===== config.mk =====
export PLATFORM = sky130hd
export DESIGN_NAME = floppy_controller_read_path_flat
export DESIGN_NICKNAME = d
export VERILOG_FILES = /design/src/rtl/fdc_pkg.sv /design/src/rtl/fdc_ifs.sv /design/src/rtl/fdc_cfg_regs.sv /design/src/rtl/fdc_core.sv /design/src/rtl/floppy_controller_read_path.sv /design/src/flat_wrapper.sv
export SDC_FILE = /design/constraint.sdc
export NUM_CORES = 1
export LEC_CHECK = 0
export ABC_CLOCK_PERIOD_IN_PS = 7500
export BUFFER_PORTS_ARGS = -buffer_cell sky130_fd_sc_hd__buf_2
export CORE_UTILIZATION = 60
export DETAILED_ROUTE_END_ITERATION = 12
export PLACE_DENSITY = 0.81
export SYNTH_ARGS = -nofsm -noshare
export SYNTH_HDL_FRONTEND = slang
export SYNTH_HIERARCHICAL = 1
export SYNTH_SLANG_ARGS = --single-unit

===== constraint.sdc =====
create_clock -name clk -period 7.5 [get_ports clk]
set_clock_uncertainty 0.05 [all_clocks]
set_input_delay 1.5 -clock clk [delete_from_list [all_inputs] [get_ports clk]]
set_output_delay 1.5 -clock clk [all_outputs]
set_load 0.05 [all_outputs]

===== src/rtl/fdc_pkg.sv =====
`timescale 1ns / 1ps
package fdc_pkg;

  localparam int unsigned MOTOR_W = 21;
  localparam int unsigned BYTE_W  = 8;
  localparam int unsigned CFG_IDX_W  = 2;
  localparam int unsigned CFG_DATA_W = MOTOR_W;

  localparam logic [MOTOR_W-1:0] MOTOR_MAX = {MOTOR_W{1'b1}};
  localparam logic [BYTE_W-1:0]  BYTE_MAX  = {BYTE_W{1'b1}};

  // register indexes
  localparam logic [CFG_IDX_W-1:0] CFG_MOTOR_DELAY = 2'd0;
  localparam logic [CFG_IDX_W-1:0] CFG_BIT_PERIOD  = 2'd1;
  localparam logic [CFG_IDX_W-1:0] CFG_HOLD_TIME   = 2'd2;

  localparam logic [MOTOR_W-1:0] RST_MOTOR_DELAY = 21'd1020484;
  localparam logic [BYTE_W-1:0]  RST_BIT_PERIOD  = 8'd4;
  localparam logic [BYTE_W-1:0]  RST_HOLD_TIME   = 8'd8;

  // item kinds
  localparam logic [1:0] KIND_TICK  = 2'd0;
  localparam logic [1:0] KIND_READ  = 2'd1;
  localparam logic [1:0] KIND_WRITE = 2'd2;

  // soft switches above the stepper phases
  localparam logic [3:0] SW_MOTOR_OFF = 4'h8;
  localparam logic [3:0] SW_MOTOR_ON  = 4'h9;
  localparam logic [3:0] SW_DRIVE_1   = 4'hA;
  localparam logic [3:0] SW_DRIVE_2   = 4'hB;
  localparam logic [3:0] SW_Q6_LOW    = 4'hC;
  localparam logic [3:0] SW_Q6_HIGH   = 4'hD;
  localparam logic [3:0] SW_Q7_LOW    = 4'hE;
  localparam logic [3:0] SW_Q7_HIGH   = 4'hF;
  localparam logic [3:0] SW_PHASE_LAST = 4'h7;

  localparam logic [1:0] PHASE_NONE = 2'd0;
  localparam logic [1:0] PHASE_OFF  = 2'd1;
  localparam logic [1:0] PHASE_ON   = 2'd2;

  localparam logic [1:0] SPIN_NONE  = 2'd0;
  localparam logic [1:0] SPIN_START = 2'd1;
  localparam logic [1:0] SPIN_STOP  = 2'd2;

  typedef struct packed {
    logic [MOTOR_W-1:0] motor_delay;
    logic [BYTE_W-1:0]  bit_period;
    logic [BYTE_W-1:0]  hold_time;
  } cfg_t;

  typedef struct packed {
    logic [1:0] kind;
    logic [3:0] address;
    logic       disk_bit;
    logic       write_protect;
  } item_t;

  typedef struct packed {
    logic [BYTE_W-1:0] read_data;
    logic              motor_line;
    logic              active_drive;
    logic [1:0]        phase_op;
    logic [1:0]        phase_number;
    logic [1:0]        spin_cmd;
    logic              bit_taken;
  } result_t;

endpackage


===== src/rtl/fdc_ifs.sv =====
`timescale 1ns / 1ps
interface fdc_in_if;
  logic       valid;
  logic       ready;
  logic [1:0] kind;
  logic [3:0] address;
  logic       disk_bit;
  logic       write_protect;
  modport source(output valid, kind, address, disk_bit, write_protect, input ready);
  modport sink(input valid, kind, address, disk_bit, write_protect, output ready);
endinterface

interface fdc_out_if;
  logic       valid;
  logic       ready;
  logic [7:0] read_data;
  logic       motor_line;
  logic       active_drive;
  logic [1:0] phase_op;
  logic [1:0] phase_number;
  logic [1:0] spin_cmd;
  logic       bit_taken;
  modport source(output valid, read_data, motor_line, active_drive, phase_op,
                 phase_number, spin_cmd, bit_taken, input ready);
  modport sink(input valid, read_data, motor_line, active_drive, phase_op,
               phase_number, spin_cmd, bit_taken, output ready);
endinterface

interface fdc_cfg_if;
  logic        valid;
  logic        ready;
  logic [1:0]  index;
  logic [20:0] data;
  modport source(output valid, index, data, input ready);
  modport sink(input valid, index, data, output ready);
endinterface


===== src/rtl/fdc_cfg_regs.sv =====
`timescale 1ns / 1ps
module fdc_cfg_regs
  import fdc_pkg::*;
(
  input  logic                  clk,
  input  logic                  rst_n,
  input  logic                  wr_en,
  input  logic [CFG_IDX_W-1:0]  wr_index,
  input  logic [CFG_DATA_W-1:0] wr_data,
  output cfg_t                  cfg
);

  cfg_t cfg_r;

  always_ff @(posedge clk) begin
    if (!rst_n) begin
      cfg_r.motor_delay <= RST_MOTOR_DELAY;
      cfg_r.bit_period  <= RST_BIT_PERIOD;
      cfg_r.hold_time   <= RST_HOLD_TIME;
    end else if (wr_en) begin
      case (wr_index)
        CFG_MOTOR_DELAY: cfg_r.motor_delay <= wr_data[MOTOR_W-1:0];
        CFG_BIT_PERIOD:  cfg_r.bit_period  <= wr_data[BYTE_W-1:0];
        CFG_HOLD_TIME:   cfg_r.hold_time   <= wr_data[BYTE_W-1:0];
        default: ;
      endcase
    end
  end

  assign cfg = cfg_r;

endmodule


===== src/rtl/fdc_core.sv =====
`timescale 1ns / 1ps
module fdc_core
  import fdc_pkg::*;
(
  input  logic    clk,
  input  logic    rst_n,
  input  logic    fire,
  input  cfg_t    cfg,
  input  item_t   item,
  output result_t res
);

  logic q6_r, q6_nxt, q7_r, q7_nxt, prot_r, prot_nxt;
  logic [BYTE_W-1:0] latch_r, latch_nxt, asm_r, asm_nxt;
  logic [BYTE_W-1:0] bit_tmr_r, bit_tmr_nxt, hold_r, hold_nxt;
  logic [MOTOR_W-1:0] mtr_tmr_r, mtr_tmr_nxt;
  logic starting_r, starting_nxt, stopping_r, stopping_nxt, running_r, running_nxt;
  logic cur_drv_r, cur_drv_nxt, pend_drv_r, pend_drv_nxt;

  logic [BYTE_W-1:0] shifted;
  logic              is_read;

  always_comb begin
    q6_nxt       = q6_r;
    q7_nxt       = q7_r;
    prot_nxt     = prot_r;
    latch_nxt    = latch_r;
    asm_nxt      = asm_r;
    bit_tmr_nxt  = bit_tmr_r;
    hold_nxt     = hold_r;
    mtr_tmr_nxt  = mtr_tmr_r;
    starting_nxt = starting_r;
    stopping_nxt = stopping_r;
    running_nxt  = running_r;
    cur_drv_nxt  = cur_drv_r;
    pend_drv_nxt = pend_drv_r;
    res          = '0;
    shifted      = {asm_r[BYTE_W-2:0], item.disk_bit};
    is_read      = (item.kind == KIND_READ);

    if (item.kind == KIND_TICK) begin
      if (hold_r != BYTE_MAX) hold_nxt = hold_r + 8'd1;
      if (starting_r || stopping_r) begin
        if (mtr_tmr_r != MOTOR_MAX) mtr_tmr_nxt = mtr_tmr_r + 21'd1;
        // a zero delay behaves as one: the incremented count is never zero
        if (mtr_tmr_nxt >= cfg.motor_delay) begin
          if (starting_r) begin
            starting_nxt = 1'b0;
            running_nxt  = 1'b1;
          end else begin
            stopping_nxt = 1'b0;
            running_nxt  = 1'b0;
            bit_tmr_nxt  = '0;
            res.spin_cmd = SPIN_STOP;
          end
        end
        cur_drv_nxt = pend_drv_r;
      end
      if (running_nxt) begin
        bit_tmr_nxt = bit_tmr_nxt + 8'd1;
        if (bit_tmr_nxt >= cfg.bit_period) begin
          bit_tmr_nxt   = '0;
          res.bit_taken = 1'b1;
          if (shifted[BYTE_W-1]) begin
            latch_nxt = shifted;
            asm_nxt   = '0;
            hold_nxt  = '0;
          end else begin
            asm_nxt = shifted;
            if (hold_nxt >= cfg.hold_time) latch_nxt = '0;
          end
        end
      end
    end else if (item.kind == KIND_READ || item.kind == KIND_WRITE) begin
      res.read_data = {4'd0, item.address};
      if (item.address inside {[4'h0:SW_PHASE_LAST]}) begin
        res.phase_op     = item.address[0] ? PHASE_ON : PHASE_OFF;
        res.phase_number = item.address[2:1];
      end else begin
        case (item.address)
          SW_MOTOR_OFF: begin
            starting_nxt = 1'b0;
            stopping_nxt = 1'b1;
            mtr_tmr_nxt  = '0;
          end
          SW_MOTOR_ON: begin
            stopping_nxt = 1'b0;
            starting_nxt = 1'b1;
            mtr_tmr_nxt  = '0;
            res.spin_cmd = SPIN_START;
          end
          SW_DRIVE_1, SW_DRIVE_2: begin
            pend_drv_nxt = item.address[0];
            // switching drives while spinning also starts a motor stop
            if (running_r && (cur_drv_r != item.address[0])) begin
              starting_nxt = 1'b0;
              stopping_nxt = 1'b1;
              mtr_tmr_nxt  = '0;
            end
          end
          SW_Q6_LOW: begin
            q6_nxt = 1'b0;
            if (is_read && !q7_r) begin
              res.read_data = latch_r;
              if (latch_r[BYTE_W-1]) latch_nxt = '0;
            end
          end
          SW_Q6_HIGH: begin
            q6_nxt   = 1'b1;
            prot_nxt = item.write_protect;
            if (is_read) latch_nxt = '0;
          end
          SW_Q7_LOW: begin
            q7_nxt = 1'b0;
            if (q6_r) prot_nxt = item.write_protect;
            if (is_read && q6_r) res.read_data = {prot_nxt, 7'd0};
          end
          default: begin
            q7_nxt = 1'b1;
            if (q6_r) prot_nxt = item.write_protect;
          end
        endcase
      end
      if (!is_read) res.read_data = '0;
    end

    res.motor_line   = running_nxt;
    res.active_drive = cur_drv_nxt;
  end

  always_ff @(posedge clk) begin
    if (!rst_n) begin
      q6_r       <= 1'b0;
      q7_r       <= 1'b0;
      prot_r     <= 1'b0;
      latch_r    <= '0;
      asm_r      <= '0;
      bit_tmr_r  <= '0;
      hold_r     <= '0;
      mtr_tmr_r  <= '0;
      starting_r <= 1'b0;
      stopping_r <= 1'b0;
      running_r  <= 1'b0;
      cur_drv_r  <= 1'b0;
      pend_drv_r <= 1'b0;
    end else if (fire) begin
      q6_r       <= q6_nxt;
      q7_r       <= q7_nxt;
      prot_r     <= prot_nxt;
      latch_r    <= latch_nxt;
      asm_r      <= asm_nxt;
      bit_tmr_r  <= bit_tmr_nxt;
      hold_r     <= hold_nxt;
      mtr_tmr_r  <= mtr_tmr_nxt;
      starting_r <= starting_nxt;
      stopping_r <= stopping_nxt;
      running_r  <= running_nxt;
      cur_drv_r  <= cur_drv_nxt;
      pend_drv_r <= pend_drv_nxt;
    end
  end

endmodule


===== src/rtl/floppy_controller_read_path.sv =====
`timescale 1ns / 1ps
// Path: input register, single compute stage holding all state updates, result register.
// Throughput: one item per cycle while the output takes results.
// The input register takes a new item while a result waits on the output side.
// Reset (rst_n low, synchronous): pipeline empty, all controller state cleared,
// registers back to motor_delay 1020484, bit_period 4, hold_time 8.
module floppy_controller_read_path
  import fdc_pkg::*;
(
  input  logic         clk,
  input  logic         rst_n,
  fdc_in_if.sink       in_if,
  fdc_out_if.source    out_if,
  fdc_cfg_if.sink      cfg_if
);

  cfg_t    cfg;
  item_t   item_r;
  result_t res, res_r;
  logic    in_vld_r, out_vld_r, fire;

  assign fire        = in_vld_r && (!out_vld_r || out_if.ready);
  assign in_if.ready = !in_vld_r || fire;
  assign cfg_if.ready = 1'b1;

  always_ff @(posedge clk) begin
    if (!rst_n) begin
      in_vld_r <= 1'b0;
    end else if (in_if.valid && in_if.ready) begin
      in_vld_r <= 1'b1;
    end else if (fire) begin
      in_vld_r <= 1'b0;
    end
  end

  always_ff @(posedge clk) begin
    if (in_if.valid && in_if.ready) begin
      item_r.kind          <= in_if.kind;
      item_r.address       <= in_if.address;
      item_r.disk_bit      <= in_if.disk_bit;
      item_r.write_protect <= in_if.write_protect;
    end
  end

  fdc_cfg_regs u_cfg (
    .clk      (clk),
    .rst_n    (rst_n),
    .wr_en    (cfg_if.valid && cfg_if.ready),
    .wr_index (cfg_if.index),
    .wr_data  (cfg_if.data),
    .cfg      (cfg)
  );

  fdc_core u_core (
    .clk   (clk),
    .rst_n (rst_n),
    .fire  (fire),
    .cfg   (cfg),
    .item  (item_r),
    .res   (res)
  );

  always_ff @(posedge clk) begin
    if (!rst_n) begin
      out_vld_r <= 1'b0;
    end else if (fire) begin
      out_vld_r <= 1'b1;
    end else if (out_if.ready) begin
      out_vld_r <= 1'b0;
    end
  end

  always_ff @(posedge clk) begin
    if (fire) res_r <= res;
  end

  assign out_if.valid        = out_vld_r;
  assign out_if.read_data    = res_r.read_data;
  assign out_if.motor_line   = res_r.motor_line;
  assign out_if.active_drive = res_r.active_drive;
  assign out_if.phase_op     = res_r.phase_op;
  assign out_if.phase_number = res_r.phase_number;
  assign out_if.spin_cmd     = res_r.spin_cmd;
  assign out_if.bit_taken    = res_r.bit_taken;

`ifndef NO_ASSERTIONS
  // a bit is only shifted in while the motor runs
  a_taken_needs_motor: assert property (@(posedge clk) disable iff (!rst_n)
    out_vld_r && res_r.bit_taken |-> res_r.motor_line)
    else $error("bit taken with motor stopped");

  // a completed stop leaves the motor off and takes no bit in the same tick
  a_stop_clean: assert property (@(posedge clk) disable iff (!rst_n)
    out_vld_r && res_r.spin_cmd == SPIN_STOP |-> !res_r.motor_line && !res_r.bit_taken)
    else $error("stop reported with motor running or bit taken");

  // stepper commands never coincide with spin commands or bit shifts
  a_phase_exclusive: assert property (@(posedge clk) disable iff (!rst_n)
    out_vld_r && res_r.phase_op != PHASE_NONE |->
      res_r.spin_cmd == SPIN_NONE && !res_r.bit_taken)
    else $error("phase command mixed with other activity");

  // no result appears without an item in the compute stage
  a_result_source: assert property (@(posedge clk) disable iff (!rst_n)
    $rose(out_vld_r) |-> $past(in_vld_r))
    else $error("result without an item");
`endif

endmodule

===== src/flat_wrapper.sv =====
// flat-port wrapper written by rule: the top's interface ports become plain ports
module floppy_controller_read_path_flat import fdc_pkg::*;
  (clk, rst_n, in_if_valid, in_if_kind, in_if_address, in_if_disk_bit, in_if_write_protect, in_if_ready, out_if_valid, out_if_read_data, out_if_motor_line, out_if_active_drive, out_if_phase_op, out_if_phase_number, out_if_spin_cmd, out_if_bit_taken, out_if_ready, cfg_if_valid, cfg_if_index, cfg_if_data, cfg_if_ready);
  fdc_in_if in_if_i ();
  fdc_out_if out_if_i ();
  fdc_cfg_if cfg_if_i ();
  input  logic clk;
  input  logic rst_n;
  input wire logic [$bits(in_if_i.valid)-1:0] in_if_valid;
  input wire logic [$bits(in_if_i.kind)-1:0] in_if_kind;
  input wire logic [$bits(in_if_i.address)-1:0] in_if_address;
  input wire logic [$bits(in_if_i.disk_bit)-1:0] in_if_disk_bit;
  input wire logic [$bits(in_if_i.write_protect)-1:0] in_if_write_protect;
  output wire logic [$bits(in_if_i.ready)-1:0] in_if_ready;
  output wire logic [$bits(out_if_i.valid)-1:0] out_if_valid;
  output wire logic [$bits(out_if_i.read_data)-1:0] out_if_read_data;
  output wire logic [$bits(out_if_i.motor_line)-1:0] out_if_motor_line;
  output wire logic [$bits(out_if_i.active_drive)-1:0] out_if_active_drive;
  output wire logic [$bits(out_if_i.phase_op)-1:0] out_if_phase_op;
  output wire logic [$bits(out_if_i.phase_number)-1:0] out_if_phase_number;
  output wire logic [$bits(out_if_i.spin_cmd)-1:0] out_if_spin_cmd;
  output wire logic [$bits(out_if_i.bit_taken)-1:0] out_if_bit_taken;
  input wire logic [$bits(out_if_i.ready)-1:0] out_if_ready;
  input wire logic [$bits(cfg_if_i.valid)-1:0] cfg_if_valid;
  input wire logic [$bits(cfg_if_i.index)-1:0] cfg_if_index;
  input wire logic [$bits(cfg_if_i.data)-1:0] cfg_if_data;
  output wire logic [$bits(cfg_if_i.ready)-1:0] cfg_if_ready;
  assign in_if_i.valid = in_if_valid;
  assign in_if_i.kind = in_if_kind;
  assign in_if_i.address = in_if_address;
  assign in_if_i.disk_bit = in_if_disk_bit;
  assign in_if_i.write_protect = in_if_write_protect;
  assign in_if_ready = in_if_i.ready;
  assign out_if_valid = out_if_i.valid;
  assign out_if_read_data = out_if_i.read_data;
  assign out_if_motor_line = out_if_i.motor_line;
  assign out_if_active_drive = out_if_i.active_drive;
  assign out_if_phase_op = out_if_i.phase_op;
  assign out_if_phase_number = out_if_i.phase_number;
  assign out_if_spin_cmd = out_if_i.spin_cmd;
  assign out_if_bit_taken = out_if_i.bit_taken;
  assign out_if_i.ready = out_if_ready;
  assign cfg_if_i.valid = cfg_if_valid;
  assign cfg_if_i.index = cfg_if_index;
  assign cfg_if_i.data = cfg_if_data;
  assign cfg_if_ready = cfg_if_i.ready;
  floppy_controller_read_path u_core (.clk(clk), .rst_n(rst_n), .in_if(in_if_i), .out_if(out_if_i), .cfg_if(cfg_if_i));
endmodule

Word-level counts from Yosys, hierarchy flattened
Index checks and enable logic that the tools add are counted.
Widths: inputs -> output; s select.
{"block": "word_totals", "ff_bits": 124, "latch_bits": 0, "ramBits": 0, "romBits": 0, "output_inout_bits": 20, "word_cells": 189, "memories": 0}
{"block": "op_classes", "n_addsub": 3, "n_mul": 0, "div": 0, "order_cmp": 5, "eq_ne": 25, "shifts": 0, "muxes": 75, "bitwise_logic": 6, "n_reduce_logical": 44}
{"op": "$mux 8", "n": 22}
{"op": "$mux 21", "n": 8}
{"op": "$pmux 21 s2", "n": 1}
{"op": "$pmux 8 s2", "n": 2}
{"op": "$mux 1", "n": 29}
{"op": "$eq 4x4->1 const B", "n": 7}
{"op": "$add 21x1->21 const B", "n": 1}
{"op": "$ge 21x21->1", "n": 1}
{"op": "$ne 21x21->1 const B", "n": 1}
{"op": "$reduce_and 5->1", "n": 4}
{"op": "$add 8x1->8 const B", "n": 2}
{"op": "$ge 8x8->1", "n": 2}
{"op": "$mux 7", "n": 2}
{"op": "$ne 3x3->1 const B", "n": 4}
{"op": "$mux 2", "n": 5}
{"op": "$reduce_and 10->1", "n": 1}
{"op": "$reduce_and 2->1", "n": 5}
{"op": "$reduce_and 9->1", "n": 1}
{"op": "$ne 2x1->1 const B", "n": 4}
{"op": "$ne 8x8->1 const B", "n": 1}
{"op": "$reduce_and 8->1", "n": 1}
{"op": "$reduce_bool 2->1", "n": 4}
{"op": "$reduce_and 7->1", "n": 1}
{"op": "$logic_and 1x1->1", "n": 6}
{"op": "23 further kinds", "n": 43}

Longest topological paths before layout
{"block": "logic_depth", "word_depth": 13, "mapped_depth": 29}

Cells and area by module
Netlist, hierarchy kept.
{"mod": "fdc_core", "n_inst": 1, "cells_per_inst": 577, "area_per_inst_um2": 4506.8}
{"mod": "fdc_cfg_regs", "n_inst": 1, "cells_per_inst": 151, "area_per_inst_um2": 1546.5}
{"mod": "floppy_controller_read_path", "n_inst": 1, "cells_per_inst": 36, "area_per_inst_um2": 865.8}

Worst setup path after synthesis
No wires, ideal clock.
{"block": "synth_path", "path_kind": "flip-flop to flip-flop", "start": "register u_core.u_core.mtr_tmr_r[3]", "end": "register u_core.u_core.asm_r[3]", "arrival_time_ns": 5.773, "slack_ns": 1.554, "path_stages_with_launch": 29, "n_path_buf": 3, "synth_period_minus_slack_ns": 5.946, "path_cell_list": "dfxtp_1 buf_4 and4_1 nand4_1 or4_1 buf_2 nand2_1 nor2_1 xor2_1 ha_1 a21oi_1 a211oi_1 a2111oi_4 a31oi_2 o211a_1 nor2_1 ha_1 nand3_1 or2_2 and2_1 o21ba_2 ha_1 a2111oi_0 inv_1 o31a_1 nor3b_2 buf_2 nand4b_1 o21ai_0"}
{"block": "synth_via", "elab_chain_cells": 11}
{"item": "start: declaration", "line": "fdc_core.sv:16", "source": "logic [MOTOR_W-1:0] mtr_tmr_r, mtr_tmr_nxt;"}
{"item": "start signal: assignment", "line": "fdc_core.sv:154", "source": "mtr_tmr_r <= mtr_tmr_nxt;"}
{"item": "$add 21x1->21 or $ne 21x21->1 (tied branches)", "line": "fdc_core.sv:44", "source": "if (mtr_tmr_r != MOTOR_MAX) mtr_tmr_nxt = mtr_tmr_r + 21'd1;"}
{"item": "$mux 21 *", "line": "fdc_core.sv:44"}
{"item": "$mux 21 *", "line": "fdc_core.sv:43", "source": "if (starting_r || stopping_r) begin"}
{"item": "$mux 21 *", "line": "fdc_core.sv:41", "source": "if (item.kind == KIND_TICK) begin"}
{"item": "$ge 21x21->1 *", "line": "fdc_core.sv:46", "source": "if (mtr_tmr_nxt >= cfg.motor_delay) begin"}
{"item": "$mux 8", "line": "fdc_core.sv:46"}
{"item": "$mux 8", "line": "fdc_core.sv:43"}
{"item": "$mux 8", "line": "fdc_core.sv:41"}
{"item": "$add 8x1->8", "line": "fdc_core.sv:60", "source": "bit_tmr_nxt = bit_tmr_nxt + 8'd1;"}
{"item": "$ge 8x8->1", "line": "fdc_core.sv:61", "source": "if (bit_tmr_nxt >= cfg.bit_period) begin"}
{"item": "$reduce_and 4->1 (no source line) *"}
{"item": "end signal: assignment", "line": "fdc_core.sv:151", "source": "asm_r <= asm_nxt;"}
{"item": "end: declaration", "line": "fdc_core.sv:14", "source": "logic [BYTE_W-1:0] latch_r, latch_nxt, asm_r, asm_nxt;"}
Mark *: on every way between the ends. The rest lies on a longest branch, timed or not. The select of a mux whose other input is x is not followed.
A chain may end at the register's enable or synchronous reset.

Worst setup path after layout
Same ends and word-level chain as after synthesis.

==> impl_metrics.env <==
export IMPL_r2r_slack_ns=0.51
export IMPL_fmax_ghz=0.143
export IMPL_reg2reg_from="u_core/u_core/mtr_tmr_r[3]$_SDFFE_PN0P_"
export IMPL_maxCapViolCount=0
export IMPL_synthesis_nets=843
export IMPL_worstMarginPinSlew_ns=1.12
export IMPL_cp_required_ns=7.77
export IMPL_wirelength_um=15900
export IMPL_viasPerCell=6.04
export IMPL_finalHoldViolCount=0
export IMPL_clockRootBuffer="clkbuf_16"
export IMPL_cts_tree="built"
export IMPL_cts_num_sinks=123
export IMPL_row_count=38
export IMPL_netlist_instances=764
export IMPL_fin_util_pct=70.7
export IMPL_portBuffers=54
export IMPL_yosysUniqueCellTypes=73
export IMPL_gp_congestion=0.952
export IMPL_period_needed_ns=6.99
export IMPL_worst_setup_path_type="reg -> reg"
export IMPL_power_density_nw_per_um2=213
export IMPL_grt_pass1_vias=5421
export IMPL_track_usage_pct=28.2
export IMPL_cp_endpoint="u_core/u_core/asm_r[3]$_SDFFE_PN0P_"
export IMPL_antenna_found_initial=0
export IMPL_drt_iter0_drc=405
export IMPL_route_detailed_drc=0
export IMPL_grt_max_degree=89
export IMPL_setup_tns_ns=0
export IMPL_rsz0062_at_grt="no"
export IMPL_period_share_pct=93.2
export IMPL_final_common_cell="nand2_1"
export IMPL_post_drt_wl_per_cell_um=16.6
export IMPL_nets=884
export IMPL_initial_utilization_pct=62.7
export IMPL_syn_area_per_cell_um2=9.06
export IMPL_reg2reg_to="u_core/u_core/asm_r[3]$_SDFFE_PN0P_"
export IMPL_status="complete, no violations"
export IMPL_grt_pass1_wl_um=25700
export IMPL_worstPathArrival_ns=7.26
export IMPL_area_delta_synth_final_pct=12.6
export IMPL_rr_worst_depth=25
export IMPL_clockBufferDepth=2
export IMPL_die_area_um2=12000
export IMPL_setup_viol=0
export IMPL_dpl_instance_area_um2=7190
export IMPL_cp_start_kind="flip-flop"
export IMPL_cts_resized_gates=0
export IMPL_hpwl_um=11100
export IMPL_clk_pin_slew_ns=0.05
export IMPL_slew_limit_headroom_pct=25.5
export IMPL_drtAntennaViolNets=0
export IMPL_synthFlopType="dfxtp_1"
export IMPL_synthesis_area_um2=6920
export IMPL_die_x_um=109
export IMPL_cts_htree_levels=4
export IMPL_dr_total_vias=5774
export IMPL_pin_count=56
export IMPL_cp_startpoint="u_core/u_core/mtr_tmr_r[3]$_SDFFE_PN0P_"
export IMPL_drive_gt1_share_pct=14.1
export IMPL_async_reset_ff_share_pct=0
export IMPL_final_area_um2=7790
export IMPL_ir_drop_uv=293
export IMPL_yosys_warnings=6
export IMPL_core_um2=11000
export IMPL_synth_seq_cells=123
export IMPL_postCtsSetupRepairBufs=0
export IMPL_n_antenna_cell=0
export IMPL_clock_latency_ns=0.41
export IMPL_final_max_slew_viol_count=0
export IMPL_grt_ovfl_total=0
export IMPL_layout_common_cells="nand2_1 (108), dfxtp_1 (98), inv_1 (58), buf_2 (54), nor2_1 (48)"
export IMPL_yosysSeqAreaShare_pct=39.2
export IMPL_firstDrtPassIters=5
export IMPL_critPathCaptureType="flip-flop"
export IMPL_die_h_um=109
export IMPL_postCtsHoldBufs=0
export IMPL_cp_max_fo=14
export IMPL_hold_ws_ns=0.410
export IMPL_leakagePower_uw=0.00339
export IMPL_synth_edf_count=25
export IMPL_hold_path_class="reg -> reg"
export IMPL_cts_made_buffers=17
-- registers in the layout (all words and copies together), names as in the netlist, 2 cells and up --
register                    count
u_core/u_core/bit_tmr_r         8
u_core/out_if.phase_number      2
u_core/u_cfg/cfg               37
u_core/u_core/latch_r           8
u_core/out_if.phase_op          2
u_core/u_core/mtr_tmr_r        21
u_core/u_core/hold_r            8
u_core/item_r                   8
u_core/u_core/asm_r             7
u_core/out_if.read_data         8
u_core/out_if.spin_cmd          2
-- stage by stage --
stage | power (uW) | instances | setup slack (ns)
after detailed placement | 821 | 926 | 0.689
after global routing | 1710 | 956 | 0.0652
after floorplan | 792 | 764 | 1.55
after global placement | 817 | 926 | 1.04
after CTS | 1660 | 956 | 0.600
final | 1660 | 956 | 0.512
-- worst max-delay path: stages (launching register included) --
cell       delay, ns
dfxtp_1         0.46
and4_1          0.29
nand4_1         0.16
nor4_1          0.59
nor3_1          0.26
and4_1          0.31
xor2_1          0.16
ha_1            0.31
a21oi_1         0.18
nor2_1          0.09
a2111oi_4       0.47
a31oi_2         0.23
o211a_1         0.35
nor2_1          0.18
ha_1            0.21
nand3_1         0.11
or2_2           0.31
and2_1          0.17
o21ba_2         0.21
ha_1            0.26
o21ai_0         0.07
a22oi_1         0.18
o31a_1          0.35
nor3b_2         0.62
nand4b_1        0.17
o21ai_0         0.13
-- cells in the mapped netlist (8+ instances only) --
cell | count | area (um^2)
nor2b_1 | 10 | 62.6
nand4bb_1 | 8 | 90.1
edfxtp_1 | 25 | 751
inv_1 | 58 | 218
nand3_1 | 24 | 120
nand2_1 | 108 | 405
a32o_1 | 9 | 90.1
a22o_1 | 10 | 87.6
clkbuf_1 | 16 | 60.1
nand4b_1 | 8 | 70.1
nor2_1 | 48 | 180
a21oi_1 | 33 | 165
xor2_1 | 13 | 114
and3_1 | 14 | 87.6
dfxtp_1 | 98 | 1960
mux2i_1 | 31 | 310
o211ai_1 | 13 | 97.6
xnor2_1 | 10 | 87.6
ha_1 | 43 | 538
nor3_1 | 12 | 60.1
o21ai_0 | 35 | 175
and2_1 | 13 | 81.3
-- worst min-delay path by stage --
stage	from	endpoint	slack, ns	cells after the start
floorplan	u_core/u_cfg/cfg[17]$_SDFFE_PN0P_	u_core/u_cfg/cfg[17]$_SDFFE_PN0P_	0.38	2
global placement	u_core/u_cfg/cfg[24]$_SDFFE_PN0P_	u_core/u_cfg/cfg[24]$_SDFFE_PN0P_	0.40	2
detailed placement	u_core/u_cfg/cfg[36]$_SDFFE_PN0P_	u_core/u_cfg/cfg[36]$_SDFFE_PN0P_	0.40	2
CTS	u_core/u_cfg/cfg[29]$_SDFFE_PN0P_	u_core/u_cfg/cfg[29]$_SDFFE_PN0P_	0.41	2
global route	u_core/u_cfg/cfg[19]$_SDFFE_PN0P_	u_core/u_cfg/cfg[19]$_SDFFE_PN0P_	0.43	2
finish	u_core/u_cfg/cfg[9]$_SDFFE_PN0P_	u_core/u_cfg/cfg[9]$_SDFFE_PN0P_	0.41	2
-- layer usage --
layer | vias up | global-route usage, % | routed length, um
met5 | - | 0 | 0
met3 | 24 | 6.05 | 1140
met2 | 263 | 45.8 | 7440
li1 | 2800 | - | -
met1 | 2687 | 36.2 | 7070
met4 | 0 | 11.8 | 258
-- report_power, final --
group          internal [uW]  leakage (uW)  switching (uW)
Sequential               692       0.00103            10.8
Clock                    569      0.000289             278
Combinational           35.5       0.00207            71.8
-- final cells by class --
type | count | area (um^2)
inverters | 58 | 218
clock inverters | 7 | 140
clock buffers | 23 | 468
flip-flops and latches | 123 | 2710
repair buffers | 56 | 285
multi-input cells | 549 | 3790
well taps | 140 | 175
fillers | 815 | 3240
-- cell families (layout without fill, tap and decap cells) --
family / after synthesis / after routing / synth area share (%)
adders and majority gates: 43 / 43 / 7.78
DFF: 123 / 123 / 39.2
and+or+nand+nor: 300 / 300 / 24.1
buffers and inverters: 92 / 144 / 5.99
other: 1 / 1 / 0.0542
muxes: 33 / 33 / 4.81
AOI/OAI and AO/OA: 149 / 149 / 15.1
xor gates and xnor gates: 23 / 23 / 2.91
Power figures use the tool's default switching activity.
